## config.mk

```make
export PLATFORM = sky130hd
export DESIGN_NAME = ata_prep
export DESIGN_NICKNAME = d
export VERILOG_FILES = /design/src/rtl/ata_pkg.sv /design/src/rtl/ata_prep.sv
export SDC_FILE = /design/constraint.sdc
export NUM_CORES = 1
export LEC_CHECK = 0
export BUFFER_PORTS_ARGS = -buffer_cell sky130_fd_sc_hd__buf_2
export CAP_MARGIN = 30
export CORE_ASPECT_RATIO = 1.5
export CORE_UTILIZATION = 38
export DETAILED_ROUTE_END_ITERATION = 8
export GPL_TIMING_DRIVEN = 1
export PLACE_DENSITY = 0.73
export SLEW_MARGIN = 20
export SYNTH_ARGS = -nofsm -noshare
export SYNTH_HDL_FRONTEND = slang
export SYNTH_SLANG_ARGS = --single-unit
```

## constraint.sdc

```tcl
create_clock -name clk_i -period 3.3 [get_ports clk_i]
set_input_delay 0.33 -clock clk_i [delete_from_list [all_inputs] [get_ports clk_i]]
set_output_delay 0.33 -clock clk_i [all_outputs]
set_load 0.1 [all_outputs]
```

## src/rtl/ata_pkg.sv

```systemverilog
package ata_pkg;

  localparam int SAMPLE_BITS_DEF  = 16;
  localparam int ANGLE_STAGES_DEF = 16;

  // vector guard bits and headroom for the cordic gain
  localparam int GUARD_BITS = 8;
  localparam int VEC_HEAD   = 3;

  // angle accumulator: degrees with 16 fraction bits, result with 8
  localparam int ACC_W     = 25;
  localparam int ACC_FRAC  = 16;
  localparam int OUT_FRAC  = 8;
  localparam int OUT_W     = 17;
  localparam int TABLE_LEN = 24;

  localparam logic signed [ACC_W-1:0] DEG90_ACC  = ACC_W'(90 * (1 << ACC_FRAC));
  localparam logic signed [ACC_W-1:0] ROUND_HALF = ACC_W'(1 << (ACC_FRAC - OUT_FRAC - 1));

  localparam logic [OUT_W-1:0] DEG90_OUT  = OUT_W'(90 * (1 << OUT_FRAC));
  localparam logic [OUT_W-1:0] DEG180_OUT = OUT_W'(180 * (1 << OUT_FRAC));
  localparam logic [OUT_W-1:0] DEG270_OUT = OUT_W'(270 * (1 << OUT_FRAC));
  localparam logic [OUT_W-1:0] DEG360_OUT = OUT_W'(360 * (1 << OUT_FRAC));

  typedef struct packed {
    logic den_zero;
    logic den_neg;
    logic num_zero;
    logic num_neg;
  } quad_t;

  // atan(2^-i) in degrees with 16 fraction bits
  function automatic logic signed [ACC_W-1:0] atan_step(input int idx);
    logic signed [ACC_W-1:0] s;
    case (idx)
      0:       s = ACC_W'(2949120);
      1:       s = ACC_W'(1740967);
      2:       s = ACC_W'(919879);
      3:       s = ACC_W'(466945);
      4:       s = ACC_W'(234379);
      5:       s = ACC_W'(117304);
      6:       s = ACC_W'(58666);
      7:       s = ACC_W'(29335);
      8:       s = ACC_W'(14668);
      9:       s = ACC_W'(7334);
      10:      s = ACC_W'(3667);
      11:      s = ACC_W'(1833);
      12:      s = ACC_W'(917);
      13:      s = ACC_W'(458);
      14:      s = ACC_W'(229);
      15:      s = ACC_W'(115);
      16:      s = ACC_W'(57);
      17:      s = ACC_W'(29);
      18:      s = ACC_W'(14);
      19:      s = ACC_W'(7);
      20:      s = ACC_W'(4);
      21:      s = ACC_W'(2);
      22:      s = ACC_W'(1);
      default: s = '0;
    endcase
    return s;
  endfunction

endpackage

```

## src/rtl/ata_prep.sv

```systemverilog
module ata_prep #(
  parameter int SAMPLE_BITS = 16,
  parameter int VW          = 27
) (
  input  logic                          clk_i,
  input  logic                          rst_ni,
  input  logic                          valid_i,
  output logic                          ready_o,
  input  logic        [SAMPLE_BITS-1:0] accel_x_i,
  input  logic        [SAMPLE_BITS-1:0] accel_y_i,
  input  logic        [SAMPLE_BITS-1:0] accel_z_i,
  output logic                          valid_o,
  input  logic                          ready_i,
  output logic signed [VW-1:0]          vx_o [2],
  output logic signed [VW-1:0]          vy_o [2],
  output ata_pkg::quad_t                quad_o [2]
);
  import ata_pkg::*;

  logic                 valid_q;
  logic signed [VW-1:0] den   [2];
  logic signed [VW-1:0] num   [2];
  logic signed [VW-1:0] vx_d  [2];
  logic signed [VW-1:0] vy_d  [2];
  quad_t                quad_d[2];
  logic signed [VW-1:0] vx_q  [2];
  logic signed [VW-1:0] vy_q  [2];
  quad_t                quad_q[2];

  // lane 0 gives atan2(z, y), lane 1 atan2(z, x)
  assign den[0] = {{(VW-SAMPLE_BITS){accel_y_i[SAMPLE_BITS-1]}}, accel_y_i};
  assign den[1] = {{(VW-SAMPLE_BITS){accel_x_i[SAMPLE_BITS-1]}}, accel_x_i};
  assign num[0] = {{(VW-SAMPLE_BITS){accel_z_i[SAMPLE_BITS-1]}}, accel_z_i};
  assign num[1] = num[0];

  always_comb begin
    for (int l = 0; l < 2; l++) begin
      quad_d[l].den_zero = (den[l] == '0);
      quad_d[l].den_neg  = den[l][VW-1];
      quad_d[l].num_zero = (num[l] == '0);
      quad_d[l].num_neg  = num[l][VW-1];
      vx_d[l] = (den[l][VW-1] ? -den[l] : den[l]) <<< GUARD_BITS;
      vy_d[l] = (num[l][VW-1] ? -num[l] : num[l]) <<< GUARD_BITS;
    end
  end

  assign ready_o = !valid_q || ready_i;

  always_ff @(posedge clk_i or negedge rst_ni) begin
    if (!rst_ni) begin
      valid_q <= 1'b0;
    end else if (ready_o) begin
      valid_q <= valid_i;
    end
  end

  always_ff @(posedge clk_i) begin
    if (valid_i && ready_o) begin
      vx_q   <= vx_d;
      vy_q   <= vy_d;
      quad_q <= quad_d;
    end
  end

  assign valid_o = valid_q;
  assign vx_o    = vx_q;
  assign vy_o    = vy_q;
  assign quad_o  = quad_q;

endmodule

```

== Word-level counts from Yosys, hierarchy flattened ==
Cells that the tools add are included.

* Word-level logic and storage cells: 25
* Bits of input ports: 52
* Output and inout bits: 118
* Bits in registers: 64

* Add/subtract/negate cells: 3
* Mux-type cells: 3
* Reduce and logical (&&, ||, !) cells: 6

{| class="wikitable"
|+ Operator list
! kind !! number
|-
| $logic_not 27->1 || 3
|-
| $neg 16->19 || 3
|-
| $mux 15 || 3
|-
| $logic_and 1x1->1 || 1
|-
| $logic_not 1->1 || 1
|-
| $logic_or 1x1->1 || 1
|}

== Depth between registers and ports, before layout ==
* Word-level depth: 3
* Depth in mapped cells: 7

== Worst setup path after synthesis ==
No wires, ideal clock.

* Path type: flip-flop to flip-flop
* Start: register valid_q (netlist: valid_o)
* End: register quad_q (netlist bit quad_o[0]), enable pin
* Buffers on the path: 0
* Path slack: -393 ps
* Period minus slack after synthesis: 3693 ps
* Arrival time: 3266 ps
* Setup time: 427 ps
* Cell stages (with the launch flop): 3
* Data required time: 2873 ps
* Path through: dfrtp_1 nand2b_1 and2_1

* Longest elaborated chain between the ends: 3

{| class="wikitable"
|+ Ends and longest elaborated chain
! item !! line !! RTL
|-
| from (decl) || ata_prep.sv:20 || <nowiki>logic valid_q;</nowiki>
|-
| from (signal assigned) || ata_prep.sv:53 || <nowiki>valid_q <= valid_i;</nowiki>
|-
| $logic_not 1->1 || ata_prep.sv:47 || <nowiki>assign ready_o = !valid_q || ready_i;</nowiki>
|-
| $logic_or 1x1->1 || ata_prep.sv:47 ||
|-
| named net ready_o || ata_prep.sv:8 || <nowiki>output logic ready_o,</nowiki>
|-
| $logic_and 1x1->1 || ata_prep.sv:58 || <nowiki>if (valid_i && ready_o) begin</nowiki>
|-
| to (signal assigned) || ata_prep.sv:61 || <nowiki>quad_q <= quad_d;</nowiki>
|-
| to (decl) || ata_prep.sv:28 || <nowiki>quad_t quad_q[2];</nowiki>
|}

The timed path passes the listed nets, and every way through them passes these cells.
A chain may end at the register's enable or synchronous reset.

== Worst setup path after layout ==
* Start: input port accel_x_i[10]
* End: register vx_q (netlist bit vx_o[24]) (data pin)

* Longest elaborated chain between the ends: 1

{| class="wikitable"
|+ Ends and longest elaborated chain
! item !! line !! RTL
|-
| from (decl) || ata_prep.sv:9 || <nowiki>input logic [SAMPLE_BITS-1:0] accel_x_i,</nowiki>
|-
| $neg 16->19 || ata_prep.sv:42 || <nowiki>vx_d[l] = (den[l][VW-1] ? -den[l] : den[l]) <<< GUARD_BITS;</nowiki>
|-
| to (signal assigned) || ata_prep.sv:59 || <nowiki>vx_q <= vx_d;</nowiki>
|-
| to (decl) || ata_prep.sv:26 || <nowiki>logic signed [VW-1:0] vx_q [2];</nowiki>
|}

No other way between the ends.

==> results by group <==
STA
  • Final TNS setup: 0 ps
  • Final period util: 60.6%
  • Relative slew slack: 66.1%
  • Hold Fails Final Rpt: 0
  • WHS: 207 ps
  • Fin crit period: 2000 ps
  • Fin Clk Skew: 4.26 ps
  • Final Slew Violations: 0
  • Final setup violation count: 0
  • Worst setup slack after layout: 1300 ps
  • Worst Max-Slew Pin Slew: 512 ps
  • RSZ-0062 raised after global routing: false
  • Fmax: 500 MHz

Route
  • Routed WL: 6.84 mm
  • Routed Antenna Nets: 0
  • DRC Markers: 0
  • Top routing layer used: met4
  • Detailed-route via count: 2440
  • Met3 wire len: 495 um
  • Met2 wire len: 3.66 mm
  • Initial drt markers: 55
  • DR vias/cell: 4.77
  • Drt wl/cell: 13.4 um
  • TritonRoute pass-1 iters: 4
  • Met1 WL: 2.49 mm

Placed design
  • IO Port Bufs: 137
  • Placed cells: 496
  • GP Congestion: 0.848
  • Dpl hpwl: 5.18 mm
  • Setup slack at placement: 942 ps

Pwr
  • Static leakage: 1.76 nW
  • PwrDens: 647 nW/um^2
  • Peak supply drop: 386 uV
  • Power, Total: 2.76 mW

Run
  • MaxCap Viol Count: 0

Clock tree
  • CTS max path bufs: 2
  • CTS buffer count: 9
  • Worst-skew pair later-pin latency: 320 ps
  • CTS HTree Levels: 3
  • CTS resizes: 0
  • Reg clk slew, reported paths: 50 ps
  • # clock sinks: 64
  • CTS tree: yes
  • Root buf cell: clkbuf_16

GRT
  • GRT Residual Overflow: 0
  • First-pass GRT wire length: 10.8 mm
  • Initial antenna violation count: 0
  • Pin count of the biggest net entering global routing: 38
  • Vias in the first global route: 2367
  • Total GRT Usage: 15.1%

Finish
  • Area grow syn2layout: 23.8%
  • Filler Cells Inserted: 817
  • Leading cell type in the layout, fill and taps excluded: buf_2
  • Layout net count: 456
  • Most frequent cells in the layout: 137 x buf_2, 63 x edfxtp_1, 38 x conb_1
  • Ant. Diodes: 0
  • Share of layout cells above drive strength 1: 40.8%
  • Finished Layout Cells: 512

Die
  • Core Region: 8830 sq um
  • Num rows: 42
  • Die Height: 119 um
  • # IOs: 170
  • Total die area: 9460 sq um
  • Die Wd: 79.8 um
  • Starting Density: 39.0%

Worst setup path
  • Kind of critical path: in -> reg
  • Largest fanout on the critical path: 4
  • Data required time of the worst path: 3380 ps
  • Crit start category: input pin
  • CP Capture Type: flip-flop
  • CP Data Arrival Time: 2080 ps

Worst hold path
  • Min-Delay Path Class: in -> reg

Synth
  • Synth cell types: 27
  • Synth Area in Compound Gates: 8.64%
  • Synth Area in Adders: 2.18%
  • Synth warn: 0
  • Post-Synthesis Cells: 274
  • Syn Area/Cell: 12.6 sq um
  • Sequential element share of the synthesized area: 55.6%
  • Synth Register Bits: 64
  • Simple logic cell fraction of the synthesized area: 10.1%
  • Main combinational cell family by area after synthesis: buffers and inverters
  • Mux cell area share after synthesis: 0%
  • Post-Synth XOR/XNOR Area: 9.40%
  • Synthesized cell area: 3450 sq um

Run status
  • Outcome: finished clean
[final timing paths]
check	start	end	slack [ps]	cells past startpoint
worst max-delay path	accel_x_i[10]	vx_o[24]	1300	6
worst min-delay path	valid_i	valid_o	210	2
worst max register to register	valid_o	quad_o[2]	1890	3
worst min register to register	valid_o	valid_o	530	2
max in group asynchronous	rst_ni	valid_o	2900	2
min in group asynchronous	rst_ni	valid_o	310	2
[area by class of cell]
type	instances	area (sq um)	area share, %
clock inverter	6	51.3	1.20
multi-input combinational	173	1190	27.9
timing repair buffer	140	711	16.6
tap	110	138	3.22
inverter	10	37.5	0.879
clock buffer	9	225	5.28
sequential	64	1920	44.9
[power by group]
group | internal (mW) | total (mW) | switching (mW)
combinational | 0.121 | 0.904 | 0.783
sequential | 0.966 | 0.981 | 0.0151
clock | 0.568 | 0.877 | 0.309
total | 1.65 | 2.76 | 1.11
[cell usage after synthesis]
library cell  number  area (sq um)
xor2_1             1          8.76
nor4_1             8          50.1
or4_1             10          75.1
a21oi_1            1          5.00
and2_1             4          25.0
nor2_1             1          3.75
dfrtp_1            1          25.0
buf_4             53           398
conb_1             1          3.75
or3_1              9          56.3
o211ai_1           2          15.0
or4b_1             1          10.0
xnor2_1           36           315
ha_1               6          75.1
edfxtp_1          63          1890
o41ai_2            4          65.1
o21ai_0           11          55.1
or4b_2             2          20.0
clkbuf_1           8          30.0
or2_2              3          18.8
nand2b_1           6          37.5
nand2_1            7          26.3
o31ai_1           14           105
inv_1             10          37.5
or3b_2             3          26.3
o41ai_1            6          52.6
buf_2              3          15.0
[logic make-up (layout without fill, tap and decap cells)]
| family | count (synthesis) | count (layout) |
|---|---|---|
| buffers and inverters | 74 | 165 |
| flip-flops | 64 | 64 |
| AND/OR/NAND/NOR | 54 | 54 |
| AO/OA/AOI/OAI | 38 | 38 |
| XOR/XNOR | 37 | 37 |
| adder cells (fa/ha/maj) | 6 | 6 |
| other | 1 | 38 |
[timing repair]
| action | in CTS | in global routing |
|---|---|---|
| setup endpoints to repair | 0 | 0 |
| buffers inserted | 0 | 0 |
| hold buffers | 1 | 0 |
| endpoints found under the hold margin | 1 | 0 |
[per-layer routing]
metal,vias up,track usage (%)
met5,-,0
met4,0,9.60
met3,14,2.86
met2,120,27.1
met1,1138,15.7
li1,1168,-
[flip-flops by register name, indices dropped and copies added (netlist names)]
register	flops
quad_o	6
valid_o	1
vx_o	38
vy_o	19
[stage by stage]
stage / area (sq um) / utilization [%]
final: 4270 / 48.4
after CTS: 4270 / 48.4
after floorplan: 3590 / -
after detailed placement: 3980 / 45.1
after global routing: 4270 / 48.4
after global placement: 3980 / 45.1
[worst max-delay path: stages]
cell and delay, ps:
buf_2 120, or4_1 620, or3_1 400, nor4_1 200, ha_1 270, and2_1 150
Power figures use the tool's default switching activity.
