--- src/rtl/ata_pkg.sv ---
package ata_pkg;

  localparam int SAMPLE_BITS_DEF  = 16;
  localparam int ANGLE_STAGES_DEF = 16;

  // vector guard bits and headroom for the cordic gain
  localparam int GUARD_BITS = 8;
  localparam int VEC_HEAD   = 3;

  // angle accumulator: degrees with 16 fraction bits, result with 8
  localparam int ACC_W     = 25;
  localparam int ACC_FRAC  = 16;
  localparam int OUT_FRAC  = 8;
  localparam int OUT_W     = 17;
  localparam int TABLE_LEN = 24;

  localparam logic signed [ACC_W-1:0] DEG90_ACC  = ACC_W'(90 * (1 << ACC_FRAC));
  localparam logic signed [ACC_W-1:0] ROUND_HALF = ACC_W'(1 << (ACC_FRAC - OUT_FRAC - 1));

  localparam logic [OUT_W-1:0] DEG90_OUT  = OUT_W'(90 * (1 << OUT_FRAC));
  localparam logic [OUT_W-1:0] DEG180_OUT = OUT_W'(180 * (1 << OUT_FRAC));
  localparam logic [OUT_W-1:0] DEG270_OUT = OUT_W'(270 * (1 << OUT_FRAC));
  localparam logic [OUT_W-1:0] DEG360_OUT = OUT_W'(360 * (1 << OUT_FRAC));

  typedef struct packed {
    logic den_zero;
    logic den_neg;
    logic num_zero;
    logic num_neg;
  } quad_t;

  // atan(2^-i) in degrees with 16 fraction bits
  function automatic logic signed [ACC_W-1:0] atan_step(input int idx);
    logic signed [ACC_W-1:0] s;
    case (idx)
      0:       s = ACC_W'(2949120);
      1:       s = ACC_W'(1740967);
      2:       s = ACC_W'(919879);
      3:       s = ACC_W'(466945);
      4:       s = ACC_W'(234379);
      5:       s = ACC_W'(117304);
      6:       s = ACC_W'(58666);
      7:       s = ACC_W'(29335);
      8:       s = ACC_W'(14668);
      9:       s = ACC_W'(7334);
      10:      s = ACC_W'(3667);
      11:      s = ACC_W'(1833);
      12:      s = ACC_W'(917);
      13:      s = ACC_W'(458);
      14:      s = ACC_W'(229);
      15:      s = ACC_W'(115);
      16:      s = ACC_W'(57);
      17:      s = ACC_W'(29);
      18:      s = ACC_W'(14);
      19:      s = ACC_W'(7);
      20:      s = ACC_W'(4);
      21:      s = ACC_W'(2);
      22:      s = ACC_W'(1);
      default: s = '0;
    endcase
    return s;
  endfunction

endpackage

--- src/rtl/ata_cell.sv ---
module ata_cell #(
  parameter int VW    = 27,
  parameter int STAGE = 0
) (
  input  logic                              clk_i,
  input  logic                              rst_ni,
  input  logic                              valid_i,
  output logic                              ready_o,
  input  logic signed [VW-1:0]              vx_i   [2],
  input  logic signed [VW-1:0]              vy_i   [2],
  input  logic signed [ata_pkg::ACC_W-1:0]  acc_i  [2],
  input  ata_pkg::quad_t                    quad_i [2],
  output logic                              valid_o,
  input  logic                              ready_i,
  output logic signed [VW-1:0]              vx_o   [2],
  output logic signed [VW-1:0]              vy_o   [2],
  output logic signed [ata_pkg::ACC_W-1:0]  acc_o  [2],
  output ata_pkg::quad_t                    quad_o [2]
);
  import ata_pkg::*;

  localparam logic signed [ACC_W-1:0] STEP = atan_step(STAGE);

  logic                    valid_q;
  logic signed [VW-1:0]    dx    [2];
  logic signed [VW-1:0]    dy    [2];
  logic signed [VW-1:0]    vx_d  [2];
  logic signed [VW-1:0]    vy_d  [2];
  logic signed [ACC_W-1:0] acc_d [2];
  logic signed [VW-1:0]    vx_q  [2];
  logic signed [VW-1:0]    vy_q  [2];
  logic signed [ACC_W-1:0] acc_q [2];
  quad_t                   quad_q[2];

  // rotate towards the x axis; a zero y component leaves the lane alone
  always_comb begin
    for (int l = 0; l < 2; l++) begin
      dx[l] = vy_i[l] >>> STAGE;
      dy[l] = vx_i[l] >>> STAGE;
      vx_d[l]  = vx_i[l];
      vy_d[l]  = vy_i[l];
      acc_d[l] = acc_i[l];
      if (vy_i[l][VW-1]) begin
        vx_d[l]  = vx_i[l] - dx[l];
        vy_d[l]  = vy_i[l] + dy[l];
        acc_d[l] = acc_i[l] - STEP;
      end else if (vy_i[l] != '0) begin
        vx_d[l]  = vx_i[l] + dx[l];
        vy_d[l]  = vy_i[l] - dy[l];
        acc_d[l] = acc_i[l] + STEP;
      end
    end
  end

  assign ready_o = !valid_q || ready_i;

  always_ff @(posedge clk_i or negedge rst_ni) begin
    if (!rst_ni) begin
      valid_q <= 1'b0;
    end else if (ready_o) begin
      valid_q <= valid_i;
    end
  end

  always_ff @(posedge clk_i) begin
    if (valid_i && ready_o) begin
      vx_q   <= vx_d;
      vy_q   <= vy_d;
      acc_q  <= acc_d;
      quad_q <= quad_i;
    end
  end

  assign valid_o = valid_q;
  assign vx_o    = vx_q;
  assign vy_o    = vy_q;
  assign acc_o   = acc_q;
  assign quad_o  = quad_q;

endmodule

--- config.mk ---
export PLATFORM = sky130hd
export DESIGN_NAME = ata_cell
export DESIGN_NICKNAME = d
export VERILOG_FILES = /design/src/rtl/ata_pkg.sv /design/src/rtl/ata_cell.sv
export SDC_FILE = /design/constraint.sdc
export NUM_CORES = 1
export LEC_CHECK = 0
export ABC_CLOCK_PERIOD_IN_PS = 5400
export CAP_MARGIN = 30
export CORE_MARGIN = 1.5
export CORE_UTILIZATION = 35
export CTS_CLUSTER_DIAMETER = 60
export DETAILED_ROUTE_END_ITERATION = 16
export DONT_BUFFER_PORTS = 1
export SKIP_LAST_GASP = 1
export SLEW_MARGIN = 20
export SYNTH_ARGS = -nofsm -noshare
export SYNTH_HDL_FRONTEND = slang
export SYNTH_SLANG_ARGS = --single-unit
--- constraint.sdc ---
create_clock -name clk_i -period 5.4 [get_ports clk_i]
set_clock_uncertainty 0.1 [all_clocks]
set_input_delay 1.08 -clock clk_i [delete_from_list [all_inputs] [get_ports clk_i]]
set_output_delay 1.08 -clock clk_i [all_outputs]
set_load 0.02 [all_outputs]
Word level (Yosys, flattened, before mapping)
Cells that the tools add are included.
{"block": "totals", "reg_bits": 167, "output_inout_bits": 168, "word_cells": 42}
{"block": "classes", "reduce_logical": 5, "addsub": 10, "n_mux": 12}
{"op": "$mux 27", "n": 8}
{"op": "$sub 27x27->27", "n": 4}
{"op": "$mux 25", "n": 4}
{"op": "$add 27x27->27", "n": 2}
{"op": "$reduce_bool 27->1", "n": 2}
{"op": "$add 25x23->25 const B", "n": 2}
{"op": "$sub 25x23->25 const B", "n": 2}
{"op": "$logic_and 1x1->1", "n": 1}
{"op": "$logic_not 1->1", "n": 1}
{"op": "$logic_or 1x1->1", "n": 1}

Longest topological paths before layout
{"block": "logic_depth", "depth_word": 3, "mapped_depth": 13, "ltp_nobuf": 12}

Least setup slack after synthesis
OpenSTA, ideal clock, no wires.
{"block": "synth_timing", "path_kind": "input-to-reg", "from": "in ready_i", "to": "reg acc_q (netlist bit acc_o[0]) (enable)", "n_path_buf": 0, "path_slack_ps": -420, "setup_ps": 545, "arrival_time_ps": 5174, "path_stages": 2, "cell_sequence": "nand2b_1 > and2_1"}
{"block": "synth_via", "elab_chain_len": 2}
{"element": "from (decl)", "line_no": "ata_cell.sv:14", "text": "input logic ready_i,"}
{"element": "$logic_or 1x1->1", "line_no": "ata_cell.sv:55", "text": "assign ready_o = !valid_q || ready_i;"}
{"element": "$logic_and 1x1->1", "line_no": "ata_cell.sv:66", "text": "if (valid_i && ready_o) begin"}
{"element": "to (signal assigned)", "line_no": "ata_cell.sv:69", "text": "acc_q <= acc_d;"}
{"element": "to (decl)", "line_no": "ata_cell.sv:32", "text": "logic signed [ACC_W-1:0] acc_q [2];"}
No other way between the ends.
A chain may end at the register's enable or synchronous reset.

==> results by stage <==
Timing:
- The maximum frequency from static timing analysis is 246 MHz.
- The total negative slack for setup checks is 0 ns.
- The setup slack of the critical path after layout is 1.33 ns.
- The final clock period utilization by the worst path is 0.754.
- The number of hold violations in the final report was 0.
- The count of final setup violators is 0.
- Measured against its own limit, the worst slew margin works out to 0.334.
- The routed design could run at a clock period as short as 4.07 ns.
- For the pin with the worst max-slew slack, the measured transition is 0.989 ns.
- The number of pins with negative max-slew slack in the final report is 0.
- Setup repair after global routing left no endpoint under its margin.

Logic synthesis:
- Yosys printed 0 warnings.
- The most area-hungry cell type in the Yosys netlist is edfxtp_1.
- The number of nets handed over by synthesis was 2134.
- By count the netlist is led by 189 x a21oi_1, 167 x ha_1, 166 x edfxtp_1.
- The sequential share of the synthesized area is 0.322.
- In this run, distinct cell masters in the synthesized netlist total 85.
- After synthesis the cells add up to 15500 sq um.
- The largest family of logic cells by synthesized area is compound AO/OA/AOI/OAI gates.
- In the synthesized netlist, the number of instances is between 1.5k and 2k.
- The fraction of registers with async set/reset is 0.00599.
- The post-synthesis simple-gate area fraction is 0.125.
- Of the total synthesized cell area, the portion taken by XOR and XNOR cells is 0.0406.
- a21oi_1 is the most common cell in the netlist.
- Of the total synthesized cell area, the portion taken by full adders, half adders and majority gates is 0.142.
- The compound-cell area share of the yosys netlist is 0.298.
- The mux share of post-synthesis cell area is 0.00338.
- Sorting the synthesized cells by area gives the leading types as edfxtp_1 32%, ha_1 13%, a21oi_1 6.1%.
- The proportion of netlist area held by the largest area contributor is 0.321.
- A synthesized cell averages 8.67 sq um.
- Counting flops and latches in the post-synthesis netlist gives 167.
- The prevailing post-synth register cell is edfxtp_1.
- Yosys mapped a number of flops with a built-in enable equal to ~170.

Run status:
- The run finished with clean final reports.

Cells and area:
- Of the cells placed in the final design, the portion with a size suffix greater than 1 is 0.0551.
- The net count reported at finish is 2073.
- The final non-filler cell area is 16600 sq um.
- The diode insertion count for antenna repair is 0.
- Relative to the synthesized area, the layout overhead comes to 7.13%.

Global routing:
- The total congestion overflow after global routing is 0.
- The number of antenna violations at the first check in global routing is 0.
- The overall track demand over capacity in global routing is 0.234.
- The maximum number of pins on one net before global-route repair is 80.
- The first global-routing pass estimated 80700 um of wire.
- The via count of the first global-routing pass was 13.1k.

Floorplan:
- The core region is 44000 sq um.
- The effective utilization at floorplan is 0.353.
- The standard-cell row count is 77.
- Pin placement for this block handled 338 I/O pins.
- The floorplan step defined a die boundary enclosing 45700 sq um.
- The die width is 214 um.
- The die is between 200 and 250 um tall.

Power:
- The switching portion of total power is 0.381.
- The cell area power density is 262 nW/um^2.
- The internal portion of total power is 0.00270 W.
- The worst-case IR drop observed on VDD is 0.157 mV.
- For this design the static power due to leakage is between 6 and 7 nW.
- Total power for the finished layout comes to approximately 0.0044 W.
- The share of total power dissipated in sequential elements is 0.412.
- The power share of the combinational group is 0.302.
- The net switching power is 0.00166 W.
- The fraction of power consumed by the clock network is 0.287.

Worst setup path:
- The data arrival at the endpoint of the critical path is roughly 4.2 ns.
- The number of buffers and inverters on the critical path is 1.
- The critical path's slowest cell is ha_1.
- The cell type group with the largest total delay on the critical path is compound AO/OA/AOI/OAI gates.
- The critical-path maximum fanout is 16.
- The critical path in this run is classified as primary input to flop.
- The worst setup path is launched from a primary input.
- Traced cell by cell, the critical path runs through inv_1, ha_1, nand2_1, nor3_1, a21o_1, a21oi_1, o22ai_1, o41ai_1, o21ai_0, xnor2_1, a221o_1.
- The required time reported for the critical path endpoint is 5.51 ns.
- The endpoint type of the worst setup path is a flop.
- In this design, the stage delay of the slowest critical-path cell is slightly above 0.7 ns.

CTS:
- Hold repair after CTS inserted 0 buffers.
- The total CTS buffers is 17.
- CTS placed an instance of clkbuf_16 at the clock tree root.
- The number of levels the H-tree was split into is 4.
- Buffers added to address setup during post-CTS repair amount to 0.
- The clock latency at the later pin of the worst-skew pair is 0.46 ns.
- The maximum buffer depth of the clock tree is 2.
- The clock net in this run drives a total of 167 sinks.
- TritonCTS built the clock tree.
- In this run, post-CTS repair resized a total of 0 instances.
- The clock-pin slew on the worst setup and hold paths is 0.08 ns.

Placement:
- OpenSTA, run right after detailed placement, puts the worst setup slack at 0.976 ns.
- The global placer's final weighted congestion is just under 1.
- Summed over all nets, the half-perimeter wirelength after detailed placement is roughly 42000 um.
- The number of input and output port buffers inserted is 0.
- After detailed placement, the total cell area comes to 16100 sq um.

Detailed routing:
- The post-route met1 wirelength is 23400 um.
- After detailed routing, the number of remaining DRC violations is 0.
- In this run the remaining antenna-violating nets after routing total 0.
- The violation count after the first detailed-routing iteration is 1643.
- The routed design uses around 5600 um of met3 wire.
- Signal routing reaches up to met4.
- The average wire per standard cell is 23.8 um.
- In the detailed route, the total length drawn on met2 is 25100 um.
- The total wire length after detailed routing is ~56000 um.
- The detailed-route via count is 14.3k.
- The pre-antenna-repair detailed-routing pass consisted of 6 iterations.
- Dividing the detail-routed via count by the number of cells gives 6.13.

Run:
- The tool flagged a number of max-cap violations equal to 0.

Hold path:
- The type of the tightest min-delay check is primary input to async pin.
[cell families after synthesis]
| family | Yosys count |
|---|---|
| flip-flops | 167 |
| adder cells (fa/ha/maj) | 173 |
| XOR/XNOR | 72 |
| buffers and inverters | 272 |
| AND/OR/NAND/NOR | 415 |
| AO/OA/AOI/OAI | 687 |
| multiplexers | 5 |
[final cells by class]
cell class | instances | area, sq um
inverters | 176 | 661
well taps | 592 | 741
clock inverters | 14 | 155
flip-flops and latches | 167 | 5010
fillers | 4434 | 27400
clock buffers | 18 | 429
repair buffers | 16 | 153
multi-input cells | 1352 | 9490
[sequential cells by signal, summed over array words and instances, names as in the netlist]
register and cells:
vx_o 54, valid_o 1, quad_o 8, vy_o 54
acc_o 50
[layer usage]
layer / track usage / vias to the layer above
met2: 0.364 / 768
met4: 0.0857 / 0
met5: 0 / -
li1: - / 6520
met1: 0.315 / 6941
met3: 0.0573 / 86
[worst paths after layout]
path	startpoint	to	slack, ns	depth (start not counted)
setup / recovery	vx_i[42]	vx_o[52]	1.33	11
hold / removal	rst_ni	valid_o	0.20	0
setup reg to reg	valid_o	vy_o[18]	3.01	3
hold reg to reg	valid_o	valid_o	0.75	2
max in group asynchronous	rst_ni	valid_o	4.93	0
min in group clk_i	acc_i[11]	acc_o[11]	0.61	0
[stage by stage]
stage / utilization / hold WS (ns) / std cells
floorplan: - / 0.682 / 1791
global placement: 0.364 / 0.684 / 2302
detailed placement: 0.365 / 0.684 / 2303
CTS: 0.378 / 0.167 / 2335
global route: 0.378 / 0.170 / 2335
finish: 0.378 / 0.204 / 2335
[power groups by stage]
| stage | combinational, W | clock, W | sequential (W) |
|---|---|---|---|
| 6_report | 0.00132 | 0.00125 | 0.00180 |
| 5_1_grt | 0.00143 | 0.00134 | 0.00181 |
| 4_1_cts | 0.00129 | 0.00130 | 0.00180 |
| 3_5_place_dp | 0.00128 | 0 | 0.00183 |
| 3_3_place_gp | 0.00127 | 0 | 0.00183 |
| 2_1_floorplan | 0.000972 | 0 | 0.00180 |
[placed cells by master (no fill, tap or decap), types with 16 or more instances in the layout]
cell,n
or3_1,16
a21oi_1,189
o221ai_1,24
nand2_1,94
clkbuf_16,17
nor4_1,23
a22oi_1,19
nand4_1,22
a21o_1,49
o21ai_0,113
xnor2_1,58
edfxtp_1,166
a221oi_1,25
a31oi_1,25
nor3_1,39
inv_1,163
o21bai_1,38
nor2_1,135
nor2b_1,23
ha_1,167
o22ai_1,27
nand3_1,25
Note: power is estimated with default switching activity, not from simulation.
