===== config.mk =====
export PLATFORM = sky130hd
export DESIGN_NAME = ata_post
export DESIGN_NICKNAME = d
export VERILOG_FILES = /design/src/rtl/ata_pkg.sv /design/src/rtl/ata_post.sv
export SDC_FILE = /design/constraint.sdc
export NUM_CORES = 1
export LEC_CHECK = 0
export CAP_MARGIN = 10
export CORE_AREA = 8 8 96 98
export DETAILED_ROUTE_END_ITERATION = 10
export DIE_AREA = 0 0 104 106
export DONT_BUFFER_PORTS = 1
export GPL_ROUTABILITY_DRIVEN = 0
export GPL_TIMING_DRIVEN = 0
export PLACE_DENSITY = 0.74
export SLEW_MARGIN = 15
export SYNTH_ARGS = -nofsm -noshare
export SYNTH_HDL_FRONTEND = slang
export SYNTH_SLANG_ARGS = --single-unit

===== constraint.sdc =====
create_clock -name clk_i -period 4.49 [get_ports clk_i]
set_input_delay 0 -clock clk_i [delete_from_list [all_inputs] [get_ports clk_i]]
set_output_delay 0 -clock clk_i [all_outputs]
set_load 0.05 [all_outputs]

===== src/rtl/ata_pkg.sv =====
package ata_pkg;

  localparam int SAMPLE_BITS_DEF  = 16;
  localparam int ANGLE_STAGES_DEF = 16;

  // vector guard bits and headroom for the cordic gain
  localparam int GUARD_BITS = 8;
  localparam int VEC_HEAD   = 3;

  // angle accumulator: degrees with 16 fraction bits, result with 8
  localparam int ACC_W     = 25;
  localparam int ACC_FRAC  = 16;
  localparam int OUT_FRAC  = 8;
  localparam int OUT_W     = 17;
  localparam int TABLE_LEN = 24;

  localparam logic signed [ACC_W-1:0] DEG90_ACC  = ACC_W'(90 * (1 << ACC_FRAC));
  localparam logic signed [ACC_W-1:0] ROUND_HALF = ACC_W'(1 << (ACC_FRAC - OUT_FRAC - 1));

  localparam logic [OUT_W-1:0] DEG90_OUT  = OUT_W'(90 * (1 << OUT_FRAC));
  localparam logic [OUT_W-1:0] DEG180_OUT = OUT_W'(180 * (1 << OUT_FRAC));
  localparam logic [OUT_W-1:0] DEG270_OUT = OUT_W'(270 * (1 << OUT_FRAC));
  localparam logic [OUT_W-1:0] DEG360_OUT = OUT_W'(360 * (1 << OUT_FRAC));

  typedef struct packed {
    logic den_zero;
    logic den_neg;
    logic num_zero;
    logic num_neg;
  } quad_t;

  // atan(2^-i) in degrees with 16 fraction bits
  function automatic logic signed [ACC_W-1:0] atan_step(input int idx);
    logic signed [ACC_W-1:0] s;
    case (idx)
      0:       s = ACC_W'(2949120);
      1:       s = ACC_W'(1740967);
      2:       s = ACC_W'(919879);
      3:       s = ACC_W'(466945);
      4:       s = ACC_W'(234379);
      5:       s = ACC_W'(117304);
      6:       s = ACC_W'(58666);
      7:       s = ACC_W'(29335);
      8:       s = ACC_W'(14668);
      9:       s = ACC_W'(7334);
      10:      s = ACC_W'(3667);
      11:      s = ACC_W'(1833);
      12:      s = ACC_W'(917);
      13:      s = ACC_W'(458);
      14:      s = ACC_W'(229);
      15:      s = ACC_W'(115);
      16:      s = ACC_W'(57);
      17:      s = ACC_W'(29);
      18:      s = ACC_W'(14);
      19:      s = ACC_W'(7);
      20:      s = ACC_W'(4);
      21:      s = ACC_W'(2);
      22:      s = ACC_W'(1);
      default: s = '0;
    endcase
    return s;
  endfunction

endpackage


===== src/rtl/ata_post.sv =====
module ata_post (
  input  logic                              clk_i,
  input  logic                              rst_ni,
  input  logic                              valid_i,
  output logic                              ready_o,
  input  logic signed [ata_pkg::ACC_W-1:0]  acc_i  [2],
  input  ata_pkg::quad_t                    quad_i [2],
  output logic                              valid_o,
  input  logic                              ready_i,
  output logic        [ata_pkg::OUT_W-1:0]  tilt_x_o,
  output logic        [ata_pkg::OUT_W-1:0]  tilt_y_o
);
  import ata_pkg::*;

  localparam int SHIFT = ACC_FRAC - OUT_FRAC;

  logic                    valid_q;
  logic signed [ACC_W-1:0] clamped[2];
  logic signed [ACC_W-1:0] rounded[2];
  logic        [OUT_W-1:0] ang    [2];
  logic        [OUT_W-1:0] full   [2];
  logic        [OUT_W-1:0] res_d  [2];
  logic        [OUT_W-1:0] tilt_x_q;
  logic        [OUT_W-1:0] tilt_y_q;

  always_comb begin
    for (int l = 0; l < 2; l++) begin
      if (acc_i[l][ACC_W-1]) begin
        clamped[l] = '0;
      end else if (acc_i[l] > DEG90_ACC) begin
        clamped[l] = DEG90_ACC;
      end else begin
        clamped[l] = acc_i[l];
      end
      rounded[l] = clamped[l] + ROUND_HALF;
      ang[l]     = OUT_W'(rounded[l][ACC_W-1:SHIFT]);

      // quadrant placement and the exact axis cases
      if (quad_i[l].den_zero) begin
        if (quad_i[l].num_zero) begin
          full[l] = '0;
        end else begin
          full[l] = quad_i[l].num_neg ? DEG270_OUT : DEG90_OUT;
        end
      end else if (quad_i[l].num_zero) begin
        full[l] = quad_i[l].den_neg ? DEG180_OUT : '0;
      end else if (!quad_i[l].den_neg) begin
        full[l] = quad_i[l].num_neg ? DEG360_OUT - ang[l] : ang[l];
      end else begin
        full[l] = quad_i[l].num_neg ? DEG180_OUT + ang[l] : DEG180_OUT - ang[l];
      end

      res_d[l] = (full[l] >= DEG360_OUT) ? full[l] - DEG360_OUT : full[l];
    end
  end

  assign ready_o = !valid_q || ready_i;

  always_ff @(posedge clk_i or negedge rst_ni) begin
    if (!rst_ni) begin
      valid_q <= 1'b0;
    end else if (ready_o) begin
      valid_q <= valid_i;
    end
  end

  always_ff @(posedge clk_i) begin
    if (valid_i && ready_o) begin
      tilt_x_q <= res_d[0];
      tilt_y_q <= res_d[1];
    end
  end

  assign valid_o  = valid_q;
  assign tilt_x_o = tilt_x_q;
  assign tilt_y_o = tilt_y_q;

endmodule


Word level (Yosys, flattened, before mapping)
Cells that the tools add are included.
{"block": "totals", "rom_bits": 0, "inputBits": 62, "output_inout_bits": 36, "mem_bits_rw": 0, "word_cells": 42, "memories": 0, "latchBits": 0, "reg_bits": 35}
{"block": "op_classes", "n_bitwise": 0, "mux": 22, "n_shift": 0, "multipliers": 0, "n_lt_le_gt_ge": 4, "div": 0, "reduce_logical": 3, "n_addsub": 10, "eq_ne": 0}
{"cell": "$mux 17", "count": 16}
{"cell": "$mux 24", "count": 3}
{"cell": "$add 25x9->25 const B", "count": 2}
{"cell": "$gt 25x24->1 const B", "count": 2}
{"cell": "$add 16x17->17 const A", "count": 2}
{"cell": "$ge 17x17->1 const B", "count": 2}
{"cell": "$sub 16x17->17 const A", "count": 2}
{"cell": "$sub 17x17->17 const A", "count": 2}
{"cell": "$sub 17x17->17 const B", "count": 2}
{"cell": "$mux 16", "count": 2}
{"cell": "$mux 25", "count": 1}
{"cell": "$logic_and 1x1->1", "count": 1}
{"cell": "$logic_not 1->1", "count": 1}
{"cell": "$logic_or 1x1->1", "count": 1}

Logic depth before layout (Yosys ltp)
Gate-level depths: netlist of the first run.
{"block": "depth", "depth_word": 11, "mapped_depth": 24, "ltp_nobuf": 21}

Least setup slack after synthesis of the first run
OpenSTA, ideal clock, no wires.
{"block": "synth_timing", "path_type": "input to register", "from": "input acc_i[29] (netlist name)", "to": "register tilt_x_q[11], in the netlist tilt_x_o[11], data pin", "path_slack_ps": -123, "n_path_buf": 3, "setup_time_ps": 256, "stages": 19, "required_time_ps": 4234, "t_arrival_ps": 4357, "cell_sequence": "or4b_4 or4_4 buf_6 nand2_1 and2_2 ha_1 clkbuf_1 nand2_1 or4_1 a21oi_1 nor3_1 and3_1 clkbuf_1 o221ai_1 xnor2_1 o211ai_2 o41ai_4 nand2_2 a22o_1"}
{"element": "from (decl)", "line": "ata_post.sv:6", "source": "input logic signed [ata_pkg::ACC_W-1:0] acc_i [2],"}
{"element": "to (signal assigned)", "line": "ata_post.sv:69", "source": "tilt_x_q <= res_d[0];"}
{"element": "to (decl)", "line": "ata_post.sv:23", "source": "logic [OUT_W-1:0] tilt_x_q;"}

==> results of run 1 <==
[final cells by class]
| class | instances | area (µm²) | area share |
|---|---|---|---|
| multi-input cells | 494 | 3571 | 0.6829 |
| flip-flops and latches | 35 | 1046 | 0.2000 |
| repair buffers | 19 | 152.6 | 0.02919 |
| plain buffers | 27 | 142.6 | 0.02728 |
| well taps | 105 | 131.4 | 0.02513 |
| inverters | 27 | 101.3 | 0.01938 |
| clock buffers | 5 | 68.82 | 0.01316 |
| clock inverters | 3 | 15.01 | 0.002872 |
[critical path: cells and delay by family]
| family | cells | cell delay [ns] |
|---|---|---|
| compound gates | 8 | 1.96 |
| xor+xnor | 1 | 0.14 |
| buf+inv | 2 | 0.32 |
| fa+ha+maj | 1 | 0.13 |
| simple gates | 6 | 1.84 |
[flip-flops by register name, summed over array words and instances, names as in the netlist]
name      count
tilt_y_o     17
tilt_x_o     17
valid_o       1
[path summary, 6_finish.rpt]
kind,startpoint,endpoint
worst max-delay path,acc_i[25],tilt_x_o[11]
worst min-delay path,quad_i[3],tilt_y_o[13]
worst max register to register,valid_o,tilt_y_o[0]
worst min register to register,valid_o,valid_o
max in group asynchronous,rst_ni,valid_o
min in group asynchronous,rst_ni,valid_o
[cells in the final DEF, fill, tap and decap left out, drive strengths merged, types with 11 or more instances in the layout]
cell | Yosys | final
a211oi | 13 | 13
a21oi | 44 | 44
a31oi | 11 | 11
and2 | 12 | 12
buf | 6 | 22
clkbuf | 22 | 25
edfxtp | 34 | 34
inv | 27 | 27
nand2 | 45 | 45
nand3 | 22 | 22
nand4 | 13 | 13
nor2 | 67 | 67
nor3 | 13 | 13
nor4 | 14 | 14
o211ai | 11 | 11
o21ai | 38 | 38
o31ai | 11 | 11
or3 | 12 | 12
xnor2 | 18 | 18
xor2 | 17 | 17
[power by group through the flow]
stage | logic [mW] | clock network (mW) | registers (mW)
after CTS | 0.371 | 0.220 | 0.468
final | 0.429 | 0.218 | 0.467
after global placement | 0.342 | 0 | 0.475
after floorplan | 0.279 | 0 | 0.470
after detailed placement | 0.351 | 0 | 0.475
after global routing | 0.469 | 0.233 | 0.468
[per-stage QoR]
step	setup TNS (ns)	instances	hold WS [ns]
global placement	-4.292	689	-0.2956
finish	0	715	0.1814
detailed placement	-5.555	689	-0.2956
global route	-0.2303	715	0.1953
CTS	0	703	0.1537
floorplan	0	584	-0.2956
[routing by layer]
layer / wire length (µm) / vias to the layer above / global-route usage
met5: 0 / - / 0
met2: 7363 / 235 / 0.4386
met4: 478 / 0 / 0.1013
met1: 5125 / 2327 / 0.2602
li1: - / 2324 / -
met3: 895 / 47 / 0.04779
[cells by family (layout without fill, tap and decap cells)]
kind of cell,count (synthesis),after routing,share of synthesized area
multiplexers,4,4,0.009278
adder cells (fa/ha/maj),6,6,0.01687
AO/OA/AOI/OAI,206,206,0.3331
XOR/XNOR,35,35,0.06888
buffers and inverters,55,81,0.04948
AND/OR/NAND/NOR,243,243,0.2873
flip-flops,35,35,0.2350
[repair_timing]
action,in CTS,in global routing
gates resized for setup,25,69
hold endpoints to repair,3,0
cloned,0,0
buffers inserted,3,12
endpoints found under the setup margin,10,12
pin swaps,5,27
hold buffers,4,0
==> metrics.csv, run 1 <==
stage,metric,value,unit
power_and_ir_drop,Sequential Power Share,0.419,
cells_and_area,layout cells sized above 1,0.1918,
worst_hold_path,Hold Path Stages,4,
power_and_ir_drop,Clock power frac,0.196,
floorplanning,IO Count,98,
floorplanning,Core ar.,7845,µm²
clock_tree,Num Clock Sinks,35,
power_and_ir_drop,Gate power share,0.385,
cells_and_area,fin area,5229,µm²
synth,Synth top area share,0.2294,
floorplanning,die width,104,µm
setup_path,critical path startpoint category,input port,
power_and_ir_drop,Sw Ratio,0.4081,
drt,Wirelength per Cell,19.39,µm
synth,Post-synth EDFFs,34,
drt,Via Count,4933,
setup_path,Critical Path AT,4.40,ns
power_and_ir_drop,leakage,1.775,nW
placed_design,pre-CTS WS,-0.6303,ns
timing,Slew @ Worst Pin,0.7942,ns
clock_tree,CTS buffer count,5,
synth,"Seq/Total Area, Yosys",0.2350,
setup_path,"Cell Chain, Critical Path","or4_1, or4_4, buf_6, nand2_2, and2_2, ha_1, buf_4, xnor2_2, a31oi_4, or3_4, a21o_4, a211o_1, o2111ai_2, o2111a_2, o211ai_2, o41ai_4, nand2_2, a22o_1",
grt,global-route wire length before repair,22680,µm
floorplanning,# rows,33,
synth,top-count cell post-synth,nor2_1,
timing,Final period util,0.9716,
timing,Max-Slew Margin vs Limit,0.4667,
clock_tree,CTS Buffer Depth,2,
clock_tree,Clock Latency Late Sink,0.28,ns
run,Max Cap Viol,0,
synth,"Cell Area, Synth",4451,µm²
setup_path,CP max FO,9,
grt,pin count of the biggest net entering global routing,35,
setup_path,Worst R2R Path Depth,2,
synth,syn nets,652,
setup_path,"reg-to-reg slack, setup",2.25,ns
cells_and_area,Fill cells,629,
setup_path,Crit Path Class,in2reg,
placed_design,Post-DP Area,4589,µm²
clock_tree,CTS root buf,clkbuf_8,
placed_design,PortBufs,0,
power_and_ir_drop,Power Dens Cells,212.9,nW/µm²
timing,final hold violation count,0,
grt,initial antenna violation count,0,
cells_and_area,Area Overhead vs Synth,17.49,%
setup_path,crit-path most repeated cell,nand2_2,
drt,Avg Vias per Cell,6.899,
cells_and_area,Antenna diodes,0,
setup_path,CP max stage delay,0.56,ns
floorplanning,Die H,106,µm
drt,Detailed Route Iter0 Violations,372,
power_and_ir_drop,Pwr Total,1.113,mW
synth,synthesized area per cell,7.621,µm²
grt,grt ovf,0,
clock_tree,Clock H-tree levels,2,
run_status,outcome,"finished, final reports clean",
drt,Detail Route Antenna Nets,0,
synth,ys async rst share,0.02857,
synth,Synth Register Bits,35,
cells_and_area,nets@finish,677,
synth,Mapped Cells,584,
drt,Pre-antenna DRT Iters,5,
drt,final wirelength,13860,µm
placed_design,hpwl dp,10500,µm
timing,endpoints failing setup,0,
setup_path,Crit. End Element,register,
floorplanning,full die area,11020,µm²
timing,post-layout min period,4.363,ns
power_and_ir_drop,Internal,0.6589,mW
setup_path,"Slowest-stage cell, CP",or4_1,
timing,count of final max-slew check failures,0,
power_and_ir_drop,NetSw,0.4543,mW
clock_tree,"Reg clk slew, reported paths",0.07,ns
synth,post-synth top area cell,edfxtp_1,
synth,most frequent cells after synthesis,"67 x nor2_1, 44 x nand2_1, 43 x a21oi_1",
synth,synth unique cells,87,
grt,vias in the first global route,4693,
grt,Total Routing Usage GR,0.2378,
clock_tree,CTS tree,built,
worst_hold_path,Hold Path Class,in2reg,
cells_and_area,fin util,0.6665,
timing,Max Clk Rate,0.2292,GHz
synth,Post-synth top flop,edfxtp_1,
drt,DRC viols,0,
timing,worst setup margin,0.1273,ns
setup_path,Crit path required time,4.53,ns
timing,skew final,0.002815,ns
floorplanning,initial core utilization,0.5673,
synth,Yosys warning total,0,
power_and_ir_drop,Max rail drop VDD,0.1323,mV
synth,ranking of synthesized cells by area,"edfxtp_1 23%, nor2_1 5.7%, a21oi_1 4.8%",
(Power assumes the default switching activity.)
==> run 2, diff against run 1 <==
- CTS_BUF_LIST: unset -> sky130_fd_sc_hd__clkbuf_8
- GPL_ROUTABILITY_DRIVEN: 0 -> unset
- PLACE_DENSITY: 0.74 -> 0.84
==> metrics.csv, run 2 (synthesis gave the netlist of run 1 again) <==
stage,metric,value,unit,change
cells_and_area,Fill cells,654,,+4.0%
run_status,outcome,"finished, final reports clean",,
floorplanning,IO Count,98,,unchanged
run,Max Cap Viol,0,,unchanged
floorplanning,Die H,106,µm,unchanged
timing,count of final max-slew check failures,0,,unchanged
cells_and_area,fin util,0.6684,,+0.001914
setup_path,CP max FO,9,,unchanged
power_and_ir_drop,leakage,1.774,nW,about the same
setup_path,Crit. End Element,register,,
setup_path,Crit path required time,4.53,ns,about the same
drt,Via Count,5003,,+1.4%
timing,Max-Slew Margin vs Limit,0.4762,,+0.009511
grt,global-route wire length before repair,22250,µm,-1.9%
clock_tree,CTS buffer count,5,,unchanged
drt,DRC viols,0,,unchanged
grt,pin count of the biggest net entering global routing,35,,unchanged
timing,Setup Total Neg Slack,0,ns,unchanged
cells_and_area,"most common cell after layout, fill and taps aside",nor2_1,,
clock_tree,CTS tree,built,,
floorplanning,Core ar.,7845,µm²,unchanged
timing,final hold violation count,0,,unchanged
cells_and_area,fin area,5244,µm²,+0.29%
setup_path,Critical Path AT,4.41,ns,about the same
placed_design,Post-DP Area,4589,µm²,unchanged
power_and_ir_drop,Internal,0.7698,mW,+17%
timing,Max Clk Rate,0.2288,GHz,-0.17%
placed_design,GPL Wtd Cong,0.9395,,
clock_tree,"Reg clk slew, reported paths",0.07,ns,about the same
setup_path,critical path startpoint category,input port,,
grt,vias in the first global route,4534,,-3.4%
placed_design,hpwl dp,10590,µm,+0.90%
clock_tree,Num Clock Sinks,35,,unchanged
power_and_ir_drop,Clock power frac,0.278,,+0.082
clock_tree,CTS root buf,clkbuf_8,,
grt,initial antenna violation count,0,,unchanged
timing,skew final,0.006985,ns,+0.004170 ns
power_and_ir_drop,Sequential Power Share,0.377,,-0.042
power_and_ir_drop,Max rail drop VDD,0.1227,mV,-7.3%
cells_and_area,nets@finish,676,,-0.15%
floorplanning,die width,104,µm,unchanged
drt,Wirelength per Cell,20.16,µm,+4.0%
drt,Detail Route Antenna Nets,0,,unchanged
cells_and_area,Antenna diodes,0,,unchanged
timing,Final period util,0.9733,,+0.001695
grt,grt ovf,0,,unchanged
drt,Avg Vias per Cell,7.007,,+1.6%
drt,Pre-antenna DRT Iters,5,,unchanged
worst_hold_path,Hold Path Class,in2reg,,
power_and_ir_drop,NetSw,0.4704,mW,+3.6%
grt,Total Routing Usage GR,0.2381,,+0.0003129
placed_design,PortBufs,0,,unchanged
clock_tree,CTS Buffer Depth,2,,unchanged
timing,post-layout min period,4.370,ns,+0.007610 ns
timing,Slew @ Worst Pin,0.7857,ns,-0.008558 ns
power_and_ir_drop,Sw Ratio,0.3793,,-0.02878
power_and_ir_drop,Pwr Total,1.240,mW,+11%
clock_tree,Clock Latency Late Sink,0.29,ns,about the same
clock_tree,Clock H-tree levels,2,,unchanged
timing,final hold slack,0.1662,ns,-0.01522 ns
cells_and_area,layout cells sized above 1,0.1790,,-0.01282
setup_path,Crit Path Class,in2reg,,
setup_path,"reg-to-reg slack, setup",2.25,ns,about the same
timing,RSZ-0062 raised after global routing,no,,
drt,final wirelength,14400,µm,+3.9%
floorplanning,full die area,11020,µm²,unchanged
floorplanning,# rows,33,,unchanged
cells_and_area,Area Overhead vs Synth,17.82,%,
power_and_ir_drop,Power Dens Cells,236.5,nW/µm²,+11%
timing,endpoints failing setup,0,,unchanged
power_and_ir_drop,Gate power share,0.345,,-0.040
floorplanning,initial core utilization,0.5673,,unchanged
cells_and_area,most frequent cells in the layout,"67 x nor2_1, 42 x nand2_1, 39 x a21oi_1, 34 x edfxtp_1, 30 x o21ai_0",,
drt,Detailed Route Iter0 Violations,481,,+29%
-- run 2: cell types whose count changed in the layout (fill, tap and decap cells not counted), sizes merged --
cell / change
buf: -2
clkbuf: +1
inv: +1
bufinv: +2
clkinv: -3
-- run 2: what timing repair did --
item | 4_1_cts | 5_1_grt
endpoints found under the hold margin | 3 | 0
buffers inserted | 3 | 11
hold buffers | 4 | 0
pin swaps | 6 | 14
resized for setup | 23 | 67
endpoints found under the setup margin | 12 | 11
-- run 2: cell type report --
cell class                      count  area, µm²  share of cell area
Timing Repair Buffer               18      145.1             0.02768
Tap cell                          105      131.4             0.02505
Buffer                             27      138.9             0.02649
Clock buffer                        5      68.82             0.01312
Sequential cell                    35       1046              0.1995
Multi-Input combinational cell    494       3548              0.6767
Clock inverter                      3      63.81             0.01217
Inverter                           27      101.3             0.01933
-- run 2: layer usage --
metal	vias to the layer above	share of wire	wire length, µm	track usage
met5	-	0	0	0
met3	50	0.099	1421	0.05142
met2	312	0.46	6660	0.3822
met1	2304	0.41	5850	0.3007
li1	2337	-	-	-
met4	0	0.032	465	0.1107
-- run 2: power groups by stage --
stage               registers (mW)  clock network [mW]  logic, mW
floorplan                    0.470                   0      0.279
global placement             0.476                   0      0.345
detailed placement           0.476                   0      0.353
CTS                          0.469               0.346      0.374
global route                 0.469               0.359      0.464
finish                       0.468               0.345      0.428
-- run 2: final timing paths --
kind / startpoint / endpoint / cells past startpoint
worst max-delay path: acc_i[29] / tilt_x_o[11] / 19
worst min-delay path: quad_i[3] / tilt_y_o[13] / 4
worst max register to register: valid_o / tilt_y_o[3] / 2
worst min register to register: valid_o / valid_o / 2
max in group asynchronous: rst_ni / valid_o / 2
min in group asynchronous: rst_ni / valid_o / 2
-- run 2: stage by stage --
| stage | cells | setup WS [ns] |
|---|---|---|
| after floorplan | 584 | 0.02831 |
| after global placement | 689 | -0.6206 |
| after detailed placement | 689 | -0.8143 |
| after CTS | 703 | 0.006148 |
| after global routing | 714 | 0.003006 |
| final | 714 | 0.1197 |
-- run 2: worst max-delay path, stage by stage --
cell and delay, ns:
or4b_4 0.52, or4_4 0.53, buf_6 0.16, nand2_2 0.13
and2_2 0.16, ha_1 0.13, clkbuf_4 0.19, nand2_4 0.11
or2_4 0.29, o21ai_1 0.27, a31oi_4 0.14, buf_4 0.20
a2111oi_4 0.37, o22ai_2 0.18, nor4b_1 0.37, a311oi_2 0.12
nor2_1 0.23, nand2_2 0.09, a22o_1 0.23
==> run 3, diff against run 2 <==
- CELL_PAD_IN_SITES_DETAIL_PLACEMENT: unset -> 1
- CELL_PAD_IN_SITES_GLOBAL_PLACEMENT: unset -> 1
- CORE_AREA: 8 8 96 98 -> 8 8 111 113
- DIE_AREA: 0 0 104 106 -> 0 0 119 121
==> metrics.csv, run 3 (synthesis gave the netlist of run 1 again) <==
stage,metric,value,unit,change
run_status,outcome,"finished, final reports clean",,
drt,Detail Route Antenna Nets,0,,unchanged
placed_design,hpwl dp,12500,µm,+18%
timing,final hold violation count,0,,unchanged
placed_design,GPL Wtd Cong,0.8986,,-4.4%
setup_path,"Slowest-stage cell, CP",or4b_4,,
drt,DRC viols,0,,unchanged
clock_tree,"Reg clk slew, reported paths",0.08,ns,about the same
floorplanning,initial core utilization,0.4198,,-0.1476
grt,Total Routing Usage GR,0.2257,,-0.01246
drt,metal2 WL,8780,µm,+32%
clock_tree,Clock Latency Late Sink,0.29,ns,about the same
power_and_ir_drop,Internal,0.6625,mW,-14%
setup_path,Crit path required time,4.54,ns,about the same
cells_and_area,fin util,0.5030,,-0.1655
setup_path,CP max FO,9,,unchanged
power_and_ir_drop,Power Dens Cells,215.1,nW/µm²,-9.0%
grt,vias in the first global route,5267,,+16%
clock_tree,CTS Buffer Depth,2,,unchanged
floorplanning,die width,119,µm,+14%
cells_and_area,Area Overhead vs Synth,19.82,%,
setup_path,Critical Path AT,4.45,ns,+0.04 ns
drt,Pre-antenna DRT Iters,5,,unchanged
cells_and_area,most frequent cells in the layout,"67 x nor2_1, 42 x nand2_1, 39 x a21oi_1, 34 x buf_4, 34 x edfxtp_1",,
clock_tree,CTS buffer count,5,,unchanged
grt,initial antenna violation count,0,,unchanged
timing,Slew @ Worst Pin,0.9178,ns,+0.1321 ns
drt,Wirelength per Cell,22.83,µm,+13%
clock_tree,Num Clock Sinks,35,,unchanged
grt,global-route wire length before repair,27190,µm,+22%
power_and_ir_drop,Max rail drop VDD,0.09840,mV,-20%
placed_design,PortBufs,0,,unchanged
cells_and_area,"most common cell after layout, fill and taps aside",nor2_1,,
clock_tree,CTS root buf,clkbuf_8,,
power_and_ir_drop,Clock power frac,0.205,,-0.073
placed_design,pre-CTS WS,-0.9308,ns,-0.1165 ns
clock_tree,CTS tree,built,,
timing,skew final,0.004933,ns,-0.002051 ns
worst_hold_path,Hold Path Class,in2reg,,
timing,Max Clk Rate,0.2271,GHz,-0.73%
drt,wl on met1,7068,µm,+21%
setup_path,Crit Path Class,in2reg,,
drt,Via Count,5200,,+3.9%
timing,post-layout min period,4.402,ns,+0.03215 ns
power_and_ir_drop,Sequential Power Share,0.409,,+0.032
setup_path,CP max stage delay,0.53,ns,about the same
power_and_ir_drop,Sw Ratio,0.4225,,+0.04318
timing,Max-Slew Margin vs Limit,0.3838,,-0.09246
drt,Detailed Route Iter0 Violations,427,,-11%
floorplanning,# rows,38,,+15%
power_and_ir_drop,leakage,1.831,nW,+3.2%
drt,final wirelength,17510,µm,+22%
drt,Top Metal Used,met4,,
drt,Avg Vias per Cell,6.780,,-3.2%
run,Max Cap Viol,0,,unchanged
setup_path,Crit. End Element,register,,
setup_path,critical path startpoint category,input port,,
setup_path,"Cell Chain, Critical Path","or4b_4, or4_4, buf_6, nand2_4, and2_1, ha_1, buf_6, nand2_4, o31ai_4, a21oi_4, or3_1, a211o_1, o2111ai_2, o2111a_2, o211ai_2, o41ai_4, nand2_2, a22o_1",,
floorplanning,full die area,14400,µm²,+31%
drt,metal3 WL,1162,µm,-18%
timing,worst setup margin,0.08754,ns,-0.03215 ns
floorplanning,IO Count,98,,unchanged
timing,endpoints failing setup,0,,unchanged
cells_and_area,Antenna diodes,0,,unchanged
cells_and_area,Fill cells,1276,,+95%
grt,grt ovf,0,,unchanged
floorplanning,Die H,121,µm,+14%
cells_and_area,nets@finish,694,,+2.7%
power_and_ir_drop,Gate power share,0.386,,+0.041
grt,pin count of the biggest net entering global routing,35,,unchanged
timing,count of final max-slew check failures,0,,unchanged
cells_and_area,layout cells sized above 1,0.1946,,+0.01560
floorplanning,Core ar.,10600,µm²,+35%
clock_tree,Clock H-tree levels,2,,unchanged
timing,Final period util,0.9805,,+0.007161
power_and_ir_drop,NetSw,0.4847,mW,+3.0%
## run 3: stage by stage
step	setup TNS [ns]	instances	hold slack [ns]	instance area, µm²	total power [mW]
final	0	767	0.1796	5333	1.147
after global routing	-0.1224	767	0.1868	5333	1.202
after CTS	0	755	0.1702	5102	1.113
after detailed placement	-8.234	724	-0.2955	4633	0.8421
after global placement	-5.686	724	-0.2956	4632	0.8264
after floorplan	0	584	-0.2956	4457	0.7488
## run 3: layer usage
layer	vias to the layer above	GRT usage
met5	-	0
met4	0	0.07431
met3	49	0.03397
met2	276	0.4155
met1	2517	0.2614
li1	2358	-
## run 3: worst paths after layout
| check | slack (ns) | endpoint | start | cells after the start |
|---|---|---|---|---|
| max | 0.09 | tilt_x_o[11] | acc_i[29] | 18 |
| min | 0.18 | tilt_y_o[14] | quad_i[3] | 4 |
| max reg2reg | 2.26 | tilt_x_o[0] | valid_o | 2 |
| min reg2reg | 1.24 | valid_o | valid_o | 2 |
| max in group asynchronous | 3.95 | valid_o | rst_ni | 2 |
| min in group asynchronous | 0.44 | valid_o | rst_ni | 2 |
## run 3: what timing repair did
action | in CTS | in global routing
setup endpoints to repair | 12 | 12
hold buffers | 4 | 0
gates resized for setup | 38 | 43
endpoints found under the hold margin | 3 | 0
setup buffers | 20 | 12
pin swaps | 11 | 19
## run 3: power groups by stage
stage	clock network [mW]	registers, mW	logic, mW
after floorplan	0	0.470	0.279
after global placement	0	0.477	0.350
after detailed placement	0	0.477	0.365
after CTS	0.239	0.470	0.403
after global routing	0.253	0.470	0.479
final	0.235	0.469	0.443
## run 3: critical path: cells and delay by family
family          cells  cell delay [ns]
compound gates      8             1.99
simple gates        7             1.99
fa+ha+maj           1             0.16
buf+inv             2             0.29
## run 3: cell type report
class,count,area [µm²],share of cell area
multi-input cells,494,3493,0.6551
flip-flops and latches,35,1046,0.1962
repair buffers,36,280.3,0.05256
well taps,140,175.2,0.03285
plain buffers,27,142.6,0.02675
inverters,27,101.3,0.01901
clock buffers,5,68.82,0.01290
clock inverters,3,25.02,0.004693
